**src/rtl/pitp_pkg.sv**
```systemverilog
package pitp_pkg;

    localparam int PHASE_W = 16;
    localparam int SPEED_W = 32;
    localparam int ERR_W   = 16;
    localparam int KP_W    = 16;
    localparam int KI_W    = 24;
    localparam int DT_W    = 32;
    localparam int LIM_W   = 31;
    localparam int CFG_W   = 32;
    localparam int CFG_IDX_W = 2;

    // shared multiplier operand and product widths
    localparam int MUL_W  = 33;
    localparam int PROD_W = 2 * MUL_W;
    localparam int INC_W  = 42;
    localparam int SUM_W  = 43;

    localparam logic [CFG_IDX_W-1:0] CFG_PROP_GAIN     = 2'd0;
    localparam logic [CFG_IDX_W-1:0] CFG_INTEGRAL_GAIN = 2'd1;
    localparam logic [CFG_IDX_W-1:0] CFG_SAMPLE_PERIOD = 2'd2;
    localparam logic [CFG_IDX_W-1:0] CFG_SPEED_LIMIT   = 2'd3;

    localparam logic [LIM_W-1:0] SPEED_LIMIT_RESET = {LIM_W{1'b1}};

    localparam logic [3:0] OP_NONE     = 4'd0;
    localparam logic [3:0] OP_CAPTURE  = 4'd1;
    localparam logic [3:0] OP_MUL_T    = 4'd2;
    localparam logic [3:0] OP_MUL_LO   = 4'd3;
    localparam logic [3:0] OP_MUL_HI   = 4'd4;
    localparam logic [3:0] OP_MUL_KP   = 4'd5;
    localparam logic [3:0] OP_SUM      = 4'd6;
    localparam logic [3:0] OP_RATE     = 4'd7;
    localparam logic [3:0] OP_MUL_RATE = 4'd8;
    localparam logic [3:0] OP_UPDATE   = 4'd9;
    localparam logic [3:0] OP_PUSH     = 4'd10;

    typedef struct packed {
        logic [3:0] op;
    } pitp_cmd_t;

    typedef struct packed {
        logic load;
    } pitp_status_t;

endpackage

```
**src/rtl/pitp_ctrl.sv**
```systemverilog
module pitp_ctrl
    import pitp_pkg::*;
(
    input  logic         aclk,
    input  logic         aresetn,
    input  logic         s_tvalid,
    output logic         s_tready,
    output logic         m_tvalid,
    input  logic         m_tready,
    input  pitp_status_t status,
    output pitp_cmd_t    cmd
);

    localparam logic [3:0] S_IDLE  = 4'd0;
    localparam logic [3:0] S_MT    = 4'd1;
    localparam logic [3:0] S_ML    = 4'd2;
    localparam logic [3:0] S_MH    = 4'd3;
    localparam logic [3:0] S_MK    = 4'd4;
    localparam logic [3:0] S_SUM   = 4'd5;
    localparam logic [3:0] S_RATE  = 4'd6;
    localparam logic [3:0] S_MR    = 4'd7;
    localparam logic [3:0] S_UPD   = 4'd8;
    localparam logic [3:0] S_PUSH  = 4'd9;

    logic [3:0] state_reg, state_next;
    logic       out_valid_reg, out_valid_next;

    assign s_tready = (state_reg == S_IDLE);
    assign m_tvalid = out_valid_reg;

    always_comb begin
        state_next     = state_reg;
        out_valid_next = out_valid_reg;
        cmd.op         = OP_NONE;
        if (out_valid_reg && m_tready) begin
            out_valid_next = 1'b0;
        end
        case (state_reg)
            S_IDLE: begin
                if (s_tvalid) begin
                    cmd.op     = OP_CAPTURE;
                    state_next = status.load ? S_PUSH : S_MT;
                end
            end
            S_MT: begin
                cmd.op     = OP_MUL_T;
                state_next = S_ML;
            end
            S_ML: begin
                cmd.op     = OP_MUL_LO;
                state_next = S_MH;
            end
            S_MH: begin
                cmd.op     = OP_MUL_HI;
                state_next = S_MK;
            end
            S_MK: begin
                cmd.op     = OP_MUL_KP;
                state_next = S_SUM;
            end
            S_SUM: begin
                cmd.op     = OP_SUM;
                state_next = S_RATE;
            end
            S_RATE: begin
                cmd.op     = OP_RATE;
                state_next = S_MR;
            end
            S_MR: begin
                cmd.op     = OP_MUL_RATE;
                state_next = S_UPD;
            end
            S_UPD: begin
                cmd.op     = OP_UPDATE;
                state_next = S_PUSH;
            end
            S_PUSH: begin
                // hold until the output word is free
                if (!out_valid_reg || m_tready) begin
                    cmd.op         = OP_PUSH;
                    out_valid_next = 1'b1;
                    state_next     = S_IDLE;
                end
            end
            default: begin
                state_next = S_IDLE;
            end
        endcase
    end

    always_ff @(posedge aclk) begin
        if (!aresetn) begin
            state_reg     <= S_IDLE;
            out_valid_reg <= 1'b0;
        end else begin
            state_reg     <= state_next;
            out_valid_reg <= out_valid_next;
        end
    end

    a_push_stall: assert property (@(posedge aclk) disable iff (!aresetn)
        (state_reg == S_PUSH && out_valid_reg && !m_tready) |=> (state_reg == S_PUSH))
        else $error("push left while output word stalled");

    a_step_start: assert property (@(posedge aclk) disable iff (!aresetn)
        (s_tvalid && s_tready && !status.load) |=> (state_reg == S_MT))
        else $error("loop step did not start");

    a_load_skip: assert property (@(posedge aclk) disable iff (!aresetn)
        (s_tvalid && s_tready && status.load) |=> (state_reg == S_PUSH))
        else $error("load word did not go straight to push");

    a_push_valid: assert property (@(posedge aclk) disable iff (!aresetn)
        (cmd.op == OP_PUSH) |=> m_tvalid)
        else $error("pushed word not presented");

endmodule

```
**src/rtl/pitp_dp.sv**
```systemverilog
module pitp_dp
    import pitp_pkg::*;
(
    input  logic                 aclk,
    input  logic                 aresetn,
    input  logic                 cfg_wr_en,
    input  logic [CFG_IDX_W-1:0] cfg_index,
    input  logic [CFG_W-1:0]     cfg_wr_data,
    input  logic [PHASE_W-1:0]   in_phase,
    input  logic                 in_load,
    input  pitp_cmd_t            cmd,
    output pitp_status_t         status,
    output logic [PHASE_W-1:0]   out_phase,
    output logic [SPEED_W-1:0]   out_speed,
    output logic [ERR_W-1:0]     out_error
);

    logic [KP_W-1:0]  kp_reg;
    logic [KI_W-1:0]  ki_reg;
    logic [DT_W-1:0]  dt_reg;
    logic [LIM_W-1:0] lim_reg;

    logic [PHASE_W-1:0]       phase_reg;
    logic signed [SPEED_W-1:0] speed_reg;
    logic signed [ERR_W-1:0]  err_reg;

    logic signed [ERR_W-1:0]   e_reg;
    logic signed [PROD_W-1:0]  prod_reg;
    logic [KI_W-1:0]           hi_reg;
    logic signed [15:0]        frac_reg;
    logic signed [INC_W-1:0]   inc_reg;
    logic signed [SPEED_W-1:0] s_reg;
    logic signed [MUL_W-1:0]   kpe_reg;
    logic signed [MUL_W-1:0]   rate_reg;

    logic signed [MUL_W-1:0]  mul_a, mul_b;
    logic signed [PROD_W-1:0] prod_next;
    logic signed [MUL_W-1:0]  e_ext;
    logic signed [SUM_W-1:0]  sum_w, lim_pos, lim_neg;
    logic signed [SPEED_W-1:0] s_next;
    logic signed [INC_W-1:0]  inc_next;

    assign status.load = in_load;

    assign e_ext = {{(MUL_W-ERR_W){e_reg[ERR_W-1]}}, e_reg};

    always_comb begin
        mul_a = '0;
        mul_b = '0;
        case (cmd.op)
            OP_MUL_T: begin
                mul_a = {{(MUL_W-KI_W){1'b0}}, ki_reg};
                mul_b = {1'b0, dt_reg};
            end
            OP_MUL_LO: begin
                mul_a = {1'b0, prod_reg[31:0]};
                mul_b = e_ext;
            end
            OP_MUL_HI: begin
                mul_a = {{(MUL_W-KI_W){1'b0}}, hi_reg};
                mul_b = e_ext;
            end
            OP_MUL_KP: begin
                mul_a = {{(MUL_W-KP_W){1'b0}}, kp_reg};
                mul_b = e_ext;
            end
            OP_MUL_RATE: begin
                mul_a = rate_reg;
                mul_b = {1'b0, dt_reg};
            end
            default: begin
                mul_a = '0;
                mul_b = '0;
            end
        endcase
    end

    assign prod_next = PROD_W'(mul_a) * PROD_W'(mul_b);

    // hi*e plus floor(lo*e / 2^32)
    assign inc_next = {prod_reg[40], prod_reg[40:0]}
                    + {{(INC_W-16){frac_reg[15]}}, frac_reg};

    // clamp the integrator to +/- limit
    always_comb begin
        sum_w   = {{(SUM_W-SPEED_W){speed_reg[SPEED_W-1]}}, speed_reg}
                + {inc_reg[INC_W-1], inc_reg};
        lim_pos = {{(SUM_W-LIM_W){1'b0}}, lim_reg};
        lim_neg = -lim_pos;
        if (sum_w > lim_pos) begin
            s_next = lim_pos[SPEED_W-1:0];
        end else if (sum_w < lim_neg) begin
            s_next = lim_neg[SPEED_W-1:0];
        end else begin
            s_next = sum_w[SPEED_W-1:0];
        end
    end

    always_ff @(posedge aclk) begin
        if (!aresetn) begin
            kp_reg  <= '0;
            ki_reg  <= '0;
            dt_reg  <= '0;
            lim_reg <= SPEED_LIMIT_RESET;
        end else if (cfg_wr_en) begin
            case (cfg_index)
                CFG_PROP_GAIN:     kp_reg  <= cfg_wr_data[KP_W-1:0];
                CFG_INTEGRAL_GAIN: ki_reg  <= cfg_wr_data[KI_W-1:0];
                CFG_SAMPLE_PERIOD: dt_reg  <= cfg_wr_data[DT_W-1:0];
                CFG_SPEED_LIMIT:   lim_reg <= cfg_wr_data[LIM_W-1:0];
                default: begin
                end
            endcase
        end
    end

    always_ff @(posedge aclk) begin
        if (!aresetn) begin
            phase_reg <= '0;
            speed_reg <= '0;
            err_reg   <= '0;
        end else begin
            case (cmd.op)
                OP_CAPTURE: begin
                    if (in_load) begin
                        phase_reg <= in_phase;
                        speed_reg <= '0;
                        err_reg   <= '0;
                    end
                end
                OP_UPDATE: begin
                    phase_reg <= phase_reg + prod_reg[47:32];
                    speed_reg <= s_reg;
                    err_reg   <= e_reg;
                end
                default: begin
                end
            endcase
        end
    end

    always_ff @(posedge aclk) begin
        case (cmd.op)
            OP_CAPTURE:  e_reg <= in_phase - phase_reg;
            OP_MUL_T:    prod_reg <= prod_next;
            OP_MUL_LO: begin
                hi_reg   <= prod_reg[55:32];
                prod_reg <= prod_next;
            end
            OP_MUL_HI: begin
                frac_reg <= prod_reg[47:32];
                prod_reg <= prod_next;
            end
            OP_MUL_KP: begin
                inc_reg  <= inc_next;
                prod_reg <= prod_next;
            end
            OP_SUM: begin
                s_reg   <= s_next;
                kpe_reg <= prod_reg[MUL_W-1:0];
            end
            OP_RATE:     rate_reg <= {s_reg[SPEED_W-1], s_reg} + kpe_reg;
            OP_MUL_RATE: prod_reg <= prod_next;
            OP_PUSH: begin
                out_phase <= phase_reg;
                out_speed <= speed_reg;
                out_error <= err_reg;
            end
            default: begin
            end
        endcase
    end

endmodule

```
**src/rtl/pi_phase_tracking_pll_top.sv**
```systemverilog
// A loop word steps through capture, the T, LO, HI and KP multiplies, sum and clamp, rate,
// rate multiply, update and push; a load word goes from capture straight to push. Five
// passes go through the one shared 33x33 multiplier; no new word is taken before the push.
// The next word is taken while the previous result waits in the output register.
// Reset (aresetn low, synchronous): phase, speed and error clear, gains and dt clear,
// speed limit returns to its maximum, no output word is valid.
module pi_phase_tracking_pll_top
    import pitp_pkg::*;
(
    input  logic                 aclk,
    input  logic                 aresetn,
    input  logic                 cfg_wr_en,
    input  logic [CFG_IDX_W-1:0] cfg_index,
    input  logic [CFG_W-1:0]     cfg_wr_data,
    input  logic                 s_tvalid,
    output logic                 s_tready,
    input  logic [15:0]          s_tdata,   // [15:0] measured_phase
    input  logic [0:0]           s_tuser,   // [0] load_phase
    output logic                 m_tvalid,
    input  logic                 m_tready,
    output logic [63:0]          m_tdata    // [15:0] tracked_phase, [47:16] tracked_speed,
                                            // [63:48] angle_error
);

    pitp_cmd_t    cmd;
    pitp_status_t status;
    logic [PHASE_W-1:0] out_phase;
    logic [SPEED_W-1:0] out_speed;
    logic [ERR_W-1:0]   out_error;

    pitp_ctrl u_ctrl (
        .aclk     (aclk),
        .aresetn  (aresetn),
        .s_tvalid (s_tvalid),
        .s_tready (s_tready),
        .m_tvalid (m_tvalid),
        .m_tready (m_tready),
        .status   (status),
        .cmd      (cmd)
    );

    pitp_dp u_dp (
        .aclk        (aclk),
        .aresetn     (aresetn),
        .cfg_wr_en   (cfg_wr_en),
        .cfg_index   (cfg_index),
        .cfg_wr_data (cfg_wr_data),
        .in_phase    (s_tdata[PHASE_W-1:0]),
        .in_load     (s_tuser[0]),
        .cmd         (cmd),
        .status      (status),
        .out_phase   (out_phase),
        .out_speed   (out_speed),
        .out_error   (out_error)
    );

    assign m_tdata = {out_error, out_speed, out_phase};

endmodule

```
**config.mk**
```make
export PLATFORM = sky130hd
export DESIGN_NAME = pi_phase_tracking_pll_top
export DESIGN_NICKNAME = d
export VERILOG_FILES = /design/src/rtl/pitp_pkg.sv /design/src/rtl/pitp_ctrl.sv /design/src/rtl/pitp_dp.sv /design/src/rtl/pi_phase_tracking_pll_top.sv
export SDC_FILE = /design/constraint.sdc
export NUM_CORES = 2
export LEC_CHECK = 0
export ABC_AREA = 1
export BUFFER_PORTS_ARGS = -buffer_cell sky130_fd_sc_hd__clkbuf_2
export CAP_MARGIN = 20
export CORE_ASPECT_RATIO = 1.4
export CORE_MARGIN = 10
export CORE_UTILIZATION = 65
export CTS_CLUSTER_SIZE = 30
export DETAILED_ROUTE_END_ITERATION = 6
export GPL_ROUTABILITY_DRIVEN = 1
export PLACE_DENSITY = 0.82
export SLEW_MARGIN = 20
export SYNTH_ARGS = -nofsm -noshare
export SYNTH_HDL_FRONTEND = slang
export SYNTH_SLANG_ARGS = --single-unit
```
**constraint.sdc**
```tcl
create_clock -name aclk -period 11.74 [get_ports aclk]
set_input_delay 0.587 -clock aclk [delete_from_list [all_inputs] [get_ports aclk]]
set_output_delay 0.587 -clock aclk [all_outputs]
set_load 0.01 [all_outputs]
```
=== Word level (Yosys, flattened, before mapping) ===
Index checks and enable logic that the tools add are counted.

* Output and inout port bits: 66
* Logic and storage cells: 90
* Register bits: 488
* Input bits: 56

* Multiplexer cells: 20
* Add/sub/neg operators: 6
* $mul: 1
* Eq/ne operators: 25
* Order comparisons: 2
* Reductions and logical operators: 15

{| class="wikitable"
|+ Operators with widths
! cell !! number
|-
| $pmux W33 S5 || 1
|-
| $pmux W4 S10 || 2
|-
| $pmux W33 S2 || 1
|-
| $mux W32 || 2
|-
| $pmux W16 S2 || 2
|-
| $pmux W32 S2 || 1
|-
| $mul A33 B33 Y56 || 1
|-
| $add A32 B42 Y43 || 1
|-
| $gt A43 B32 Y1 || 1
|-
| $lt A43 B43 Y1 || 1
|-
| $neg A31 Y43 || 1
|-
| $add A41 B16 Y42 || 1
|-
| $add A33 B33 Y33 || 1
|-
| $eq A4 B3 Y1 const B || 8
|-
| $mux W16 || 2
|-
| $mux W31 || 1
|-
| $eq A4 B4 Y1 const B || 5
|-
| $add A16 B16 Y16 || 1
|-
| $eq A4 B2 Y1 const B || 4
|-
| $mux W4 || 4
|-
| $sub A16 B16 Y16 || 1
|-
| $reduce_and A2 Y1 || 6
|-
| $eq A4 B1 Y1 const B || 2
|-
| $reduce_or A5 Y1 || 1
|-
| 13 further kinds || 18
|}

=== Depth between registers and ports, before layout ===
* Word-level depth: 8
* Depth in mapped cells: 43
* Gate-level depth less buffers: 42

=== By module ===
A second synthesis with hierarchy kept.

* Cells, all modules: 7627
* Area, all modules: 63196.9 µm²

{| class="wikitable"
|+ By module, submodules not included
! module !! instances !! area each (µm²) !! sequential area each (µm²) !! cells an instance
|-
| pitp_dp || 1 || 62891.6 || 12832.3 || 7583
|-
| pitp_ctrl || 1 || 305.3 || 100.1 || 44
|}

=== Worst setup path before layout ===
Ideal clock, no wire load.

* Kind: flip-flop to flip-flop
* Start: reg u_ctrl.state_reg[2]
* End: reg u_dp.prod_reg[38], data pin
* Period minus slack after synthesis: 8.282 ns
* Arrival time: 8.026 ns
* Buffers on the path: 1
* Setup time: 0.256 ns
* Setup slack: 3.458 ns
* Required time: 11.484 ns
* Stages on the path, launching flop included: 34
* Cell sequence: dfxtp_1 -> inv_2 -> nor2_1 -> nand2_2 -> inv_1 -> a22o_1 -> a221oi_1 -> nand2_1 -> clkbuf_1 -> nand2_1 -> fa_1 -> fa_1 -> inv_1 -> fa_1 -> inv_1 -> fa_1 -> inv_1 -> fa_1 -> fa_1 -> fa_1 -> inv_1 -> fa_1 -> inv_1 -> ha_1 -> nand2_1 -> nor2_1 -> nand2_1 -> nor4_1 -> a21oi_1 -> o21bai_1 -> and2_1 -> nor2_1 -> nand2_1 -> nand2_1

* Cells in the longest elaborated chain, start to end: 6
* Elaborated cells between the ends (all ways): 21
* Those cells by class: 1 x mul; 14 x eq/ne; 3 x mux; 3 x reduce/logical

{| class="wikitable"
|+ RTL lines
! element !! RTL line !! text
|-
| start: declaration || pitp_ctrl.sv:25 || <nowiki>logic [3:0] state_reg, state_next;</nowiki>
|-
| start signal: assignment || pitp_ctrl.sv:96 || <nowiki>state_reg <= state_next;</nowiki>
|-
| $eq A4 B4 Y1, or another cell as far along || pitp_ctrl.sv:38 || <nowiki>case (state_reg)</nowiki>
|-
| $pmux W4 S10 * || pitp_ctrl.sv:38 ||
|-
| $eq A4 B2 Y1, or another cell as far along || pitp_dp.sv:50 || <nowiki>case (cmd.op)</nowiki>
|-
| $reduce_or A3 Y1 (no line) / $reduce_or A2 Y1 (equally long branches) || n/a ||
|-
| $pmux W33 S2 || pitp_dp.sv:50 ||
|-
| $mul A33 B33 Y56 * || pitp_dp.sv:78 || <nowiki>assign prod_next = PROD_W'(mul_a) * PROD_W'(mul_b);</nowiki>
|-
| net u_dp.prod_next[38] || pitp_dp.sv:37 || <nowiki>logic signed [PROD_W-1:0] prod_next;</nowiki>
|-
| end signal: assignment || pitp_dp.sv:145 || <nowiki>OP_MUL_T: prod_reg <= prod_next;</nowiki>
|-
| end signal: assignment || pitp_dp.sv:148 || <nowiki>prod_reg <= prod_next;</nowiki>
|-
| end signal: assignment || pitp_dp.sv:152 || <nowiki>prod_reg <= prod_next;</nowiki>
|-
| end: declaration || pitp_dp.sv:28 || <nowiki>logic signed [PROD_W-1:0] prod_reg;</nowiki>
|}

The timed path passes the listed nets; every way through them passes the cells marked *.
A chain may end at the register's enable or synchronous reset.

=== Worst setup path in the final report ===
* Start: reg u_ctrl.state_reg[0]
* End: reg u_dp.prod_reg[37], data pin

Same word-level chain as after synthesis.

==> results.ini <==
[grt]
grt_max_degree=77
grt_pass1_vias=59400
remaining_global_route_overflow=0
total_global_routing_track_utilization_pct=45.7
grt_pass1_wl_um=368000
initial_antenna_violation_count=16

[die]
die-height_um=389
num_io_pins=122
rows=135
core_um2=96800
die-area_um2=110000
initial_utilization_pct=65.4
die_w_um=284

[power_and_ir_drop]
overall_power_of_the_completed_layout_mw=8.88
p_per_area_nw_per_um2=132
max-vdd-ir-drop_v=0.000136
static-leakage-power_nw=34.4

[cts]
post_cts_gate_resize_count=0
clk_pin_slew_worst_paths_ps=80
max_h_tree_level=2
cts_buffers=45
tritoncts=yes
post-cts-setup-buffer-count=0
clock_path_buffers=3
cts_hold_buffers=0
clk_latency_ps=590
clock-sinks=488
clockRootBuffer=clkbuf_16

[critical_path]
r2r_end=u_dp.prod_reg[37]
worst_path_max_delay_cell=o21ai_2
critical_path_class=reg -> reg
crit_fanout=30
worst_setup_path_end_kind=register
worst-path-buf-inv=10
timing.reg2reg.setup_slack_ps=540
startpoint_of_the_most_critical_register_to_register_path=u_ctrl.state_reg[0]
crit_path_frequent_cell=fa_1
rr_worst_depth=33
critical_path.top_delay_family=adder cells
critical_path_arrival_ps=11540
timing.critical_path.slowest_cell_delay_ps=880
crit_path_start_kind=register
worstPathRequired_ps=12080

[timing]
slew_margin_rel_pct=14.9
setup_viol=0
count_of_pins_over_their_slew_limit=0
fin_ws_ps=542
fmax_mhz=89.3
final.setup.tns_ps=0
rsz0062_at_grt=no
finalCritPeriodShare_pct=95.4
fin_worst_hold_slack_ps=290
clock_skew_ps=20.6
hold_violations=0
period_minus_slack_ps=11200
slew_at_the_pin_closest_to_its_max_slew_limit_ps=1260

[yosys]
synth_area_leader_cell=fa_1
ys_seq_elements=488
synth.avg_cell_area_um2=8.26
yosys-top-cells-area=fa_1 32%, edfxtp_1 15%, nand2_1 11%
yosysSeqAreaShare_pct=20.4
yosysWarnings=0
syn_inst=7664
synthesis.nets=9155
netlist_area_um2=63300
synthDominantCellAreaShare_pct=32.3
synth_cell_type_count=56

[placed_design]
place.gp.congestion=1.10
detailedPlacementHpwl_um=203000
dp_slack_ps=1080
place.port_buffers=121

[routing]
vias=55500
wirelength_um=252000
post_drt_via_cell_ratio=6.12
final_ant_viol_nets=0
dr.first_iter.drc_count=5964
wl_per_cell_um=27.8
drt_pass_1_iters=7
drc=17

[cells_and_area]
layout-area-overhead-vs-synth_pct=6.55
layout-drive-gt1-share_pct=5.48
final_core_utilization_pct=69.7
largest_register_ff_count=56
finish.net_count=9208

[hold_path]
startpoint_of_the_tightest_hold_check_path=s_tdata[0]
holdPathStages=3
whs_endpoint=u_dp.phase_reg[0]
hold_path_class=in -> reg

[run_status]
run_status=complete, but fails checks
failed_checks=DRC

[run]
max_cap_violations=0

[layer usage]
metal,up-vias,track usage [%],share of wire [%]
met3,1821,11.8,9.6
li1,23300,-,-
met2,3976,76.9,48
met4,14,53.7,15
met5,-,0.175,0.059
met1,26400,41.4,28
[worst reg2reg max path, delay by kind of cell, from the launching register on]
kind / cells / cell delay [ps]
compound gates: 4 / 1680
buf+inv: 10 / 2020
fa+ha+maj: 9 / 4480
xor+xnor: 1 / 90
simple gates: 9 / 2240
flops: 1 / 430
[area by class of cell]
type | instances | area, um2
Multi-Input combinational cell | 5109 | 42800
Fill cell | 7587 | 29300
Sequential cell | 488 | 12900
Inverter | 1815 | 6810
Timing Repair Buffer | 258 | 1670
Tap cell | 1301 | 1630
Clock buffer | 64 | 1340
Clock inverter | 20 | 233
Antenna cell | 12 | 30.0
[how the worst max path moves through the flow]
stage	startpoint	end	slack [ps]	cells after the start
2_1_floorplan	u_ctrl.state_reg[2]	u_dp.prod_reg[38]	3460	33
3_3_place_gp	u_ctrl.state_reg[2]	u_dp.prod_reg[42]	840	33
3_5_place_dp	u_ctrl.state_reg[2]	u_dp.prod_reg[37]	1080	33
4_1_cts	u_ctrl.state_reg[2]	u_dp.prod_reg[37]	1060	33
5_1_grt	u_ctrl.state_reg[2]	u_dp.prod_reg[42]	480	33
6_report	u_ctrl.state_reg[0]	u_dp.prod_reg[37]	540	33
[layout by cell type (no fill, tap or decap), types with 13 or more instances in the layout]
cell type	instances
a21o_1	21
a21oi_1	396
a221oi_1	20
a31oi_1	26
buf_4	135
clkbuf_16	50
clkbuf_2	121
dfxtp_1	172
edfxtp_1	316
fa_1	1020
ha_1	415
inv_1	1783
inv_2	21
nand2_1	1788
nand2_2	15
nand3_1	163
nand4_1	39
nor2_1	522
nor3_1	37
nor4_1	13
o21a_1	14
o21ai_0	247
o21bai_1	18
xnor2_1	75
xor2_1	136
[cells in the mapped netlist, drive strengths merged]
cell type	number
buf	45
nor2	538
o21ai	276
nand3	166
nand2	1806
o31ai	8
o21bai	18
a31o	1
a211oi	4
and2	5
a21oi	397
or2	2
edfxtp	316
dfxtp	172
a221oi	20
nor4	18
a22o	12
o211ai	12
o211a	1
nand4	39
o2111ai	4
a21o	21
clkbuf	207
o311ai	1
inv	1806
a21boi	8
ha	415
nand3b	4
clkinv	9
o21a	14
nor3b	2
and3	1
nor3	39
fa	1020
a31oi	26
xor2	137
xnor2	75
o221ai	12
o22ai	7
[through the flow]
stage | cells | area (um2)
after global placement | 8970 | 65800
after global routing | 9056 | 67400
after floorplan | 7664 | 63300
after CTS | 9054 | 67400
final | 9067 | 67500
after detailed placement | 8970 | 65800
[kinds of logic (layout without fill, tap and decap cells)]
kind of cell	count (synthesis)	in the layout	synth area share, %
other	0	12	0
adders and majority gates	1435	1435	40.5
AOI/OAI and AO/OA	842	842	7.40
DFF	488	488	20.4
and+or+nand+nor	2620	2620	16.4
xor gates and xnor gates	212	212	2.96
buffers and inverters	2067	2157	12.4
[power breakdown]
| group | switching (mW) | leakage (nW) | internal (mW) |
|---|---|---|---|
| clock | 0.710 | 0.765 | 0.896 |
| combinational | 3.30 | 29.3 | 1.41 |
| sequential | 0.367 | 4.33 | 2.20 |
No activity file was read; power rests on OpenSTA's default activity.
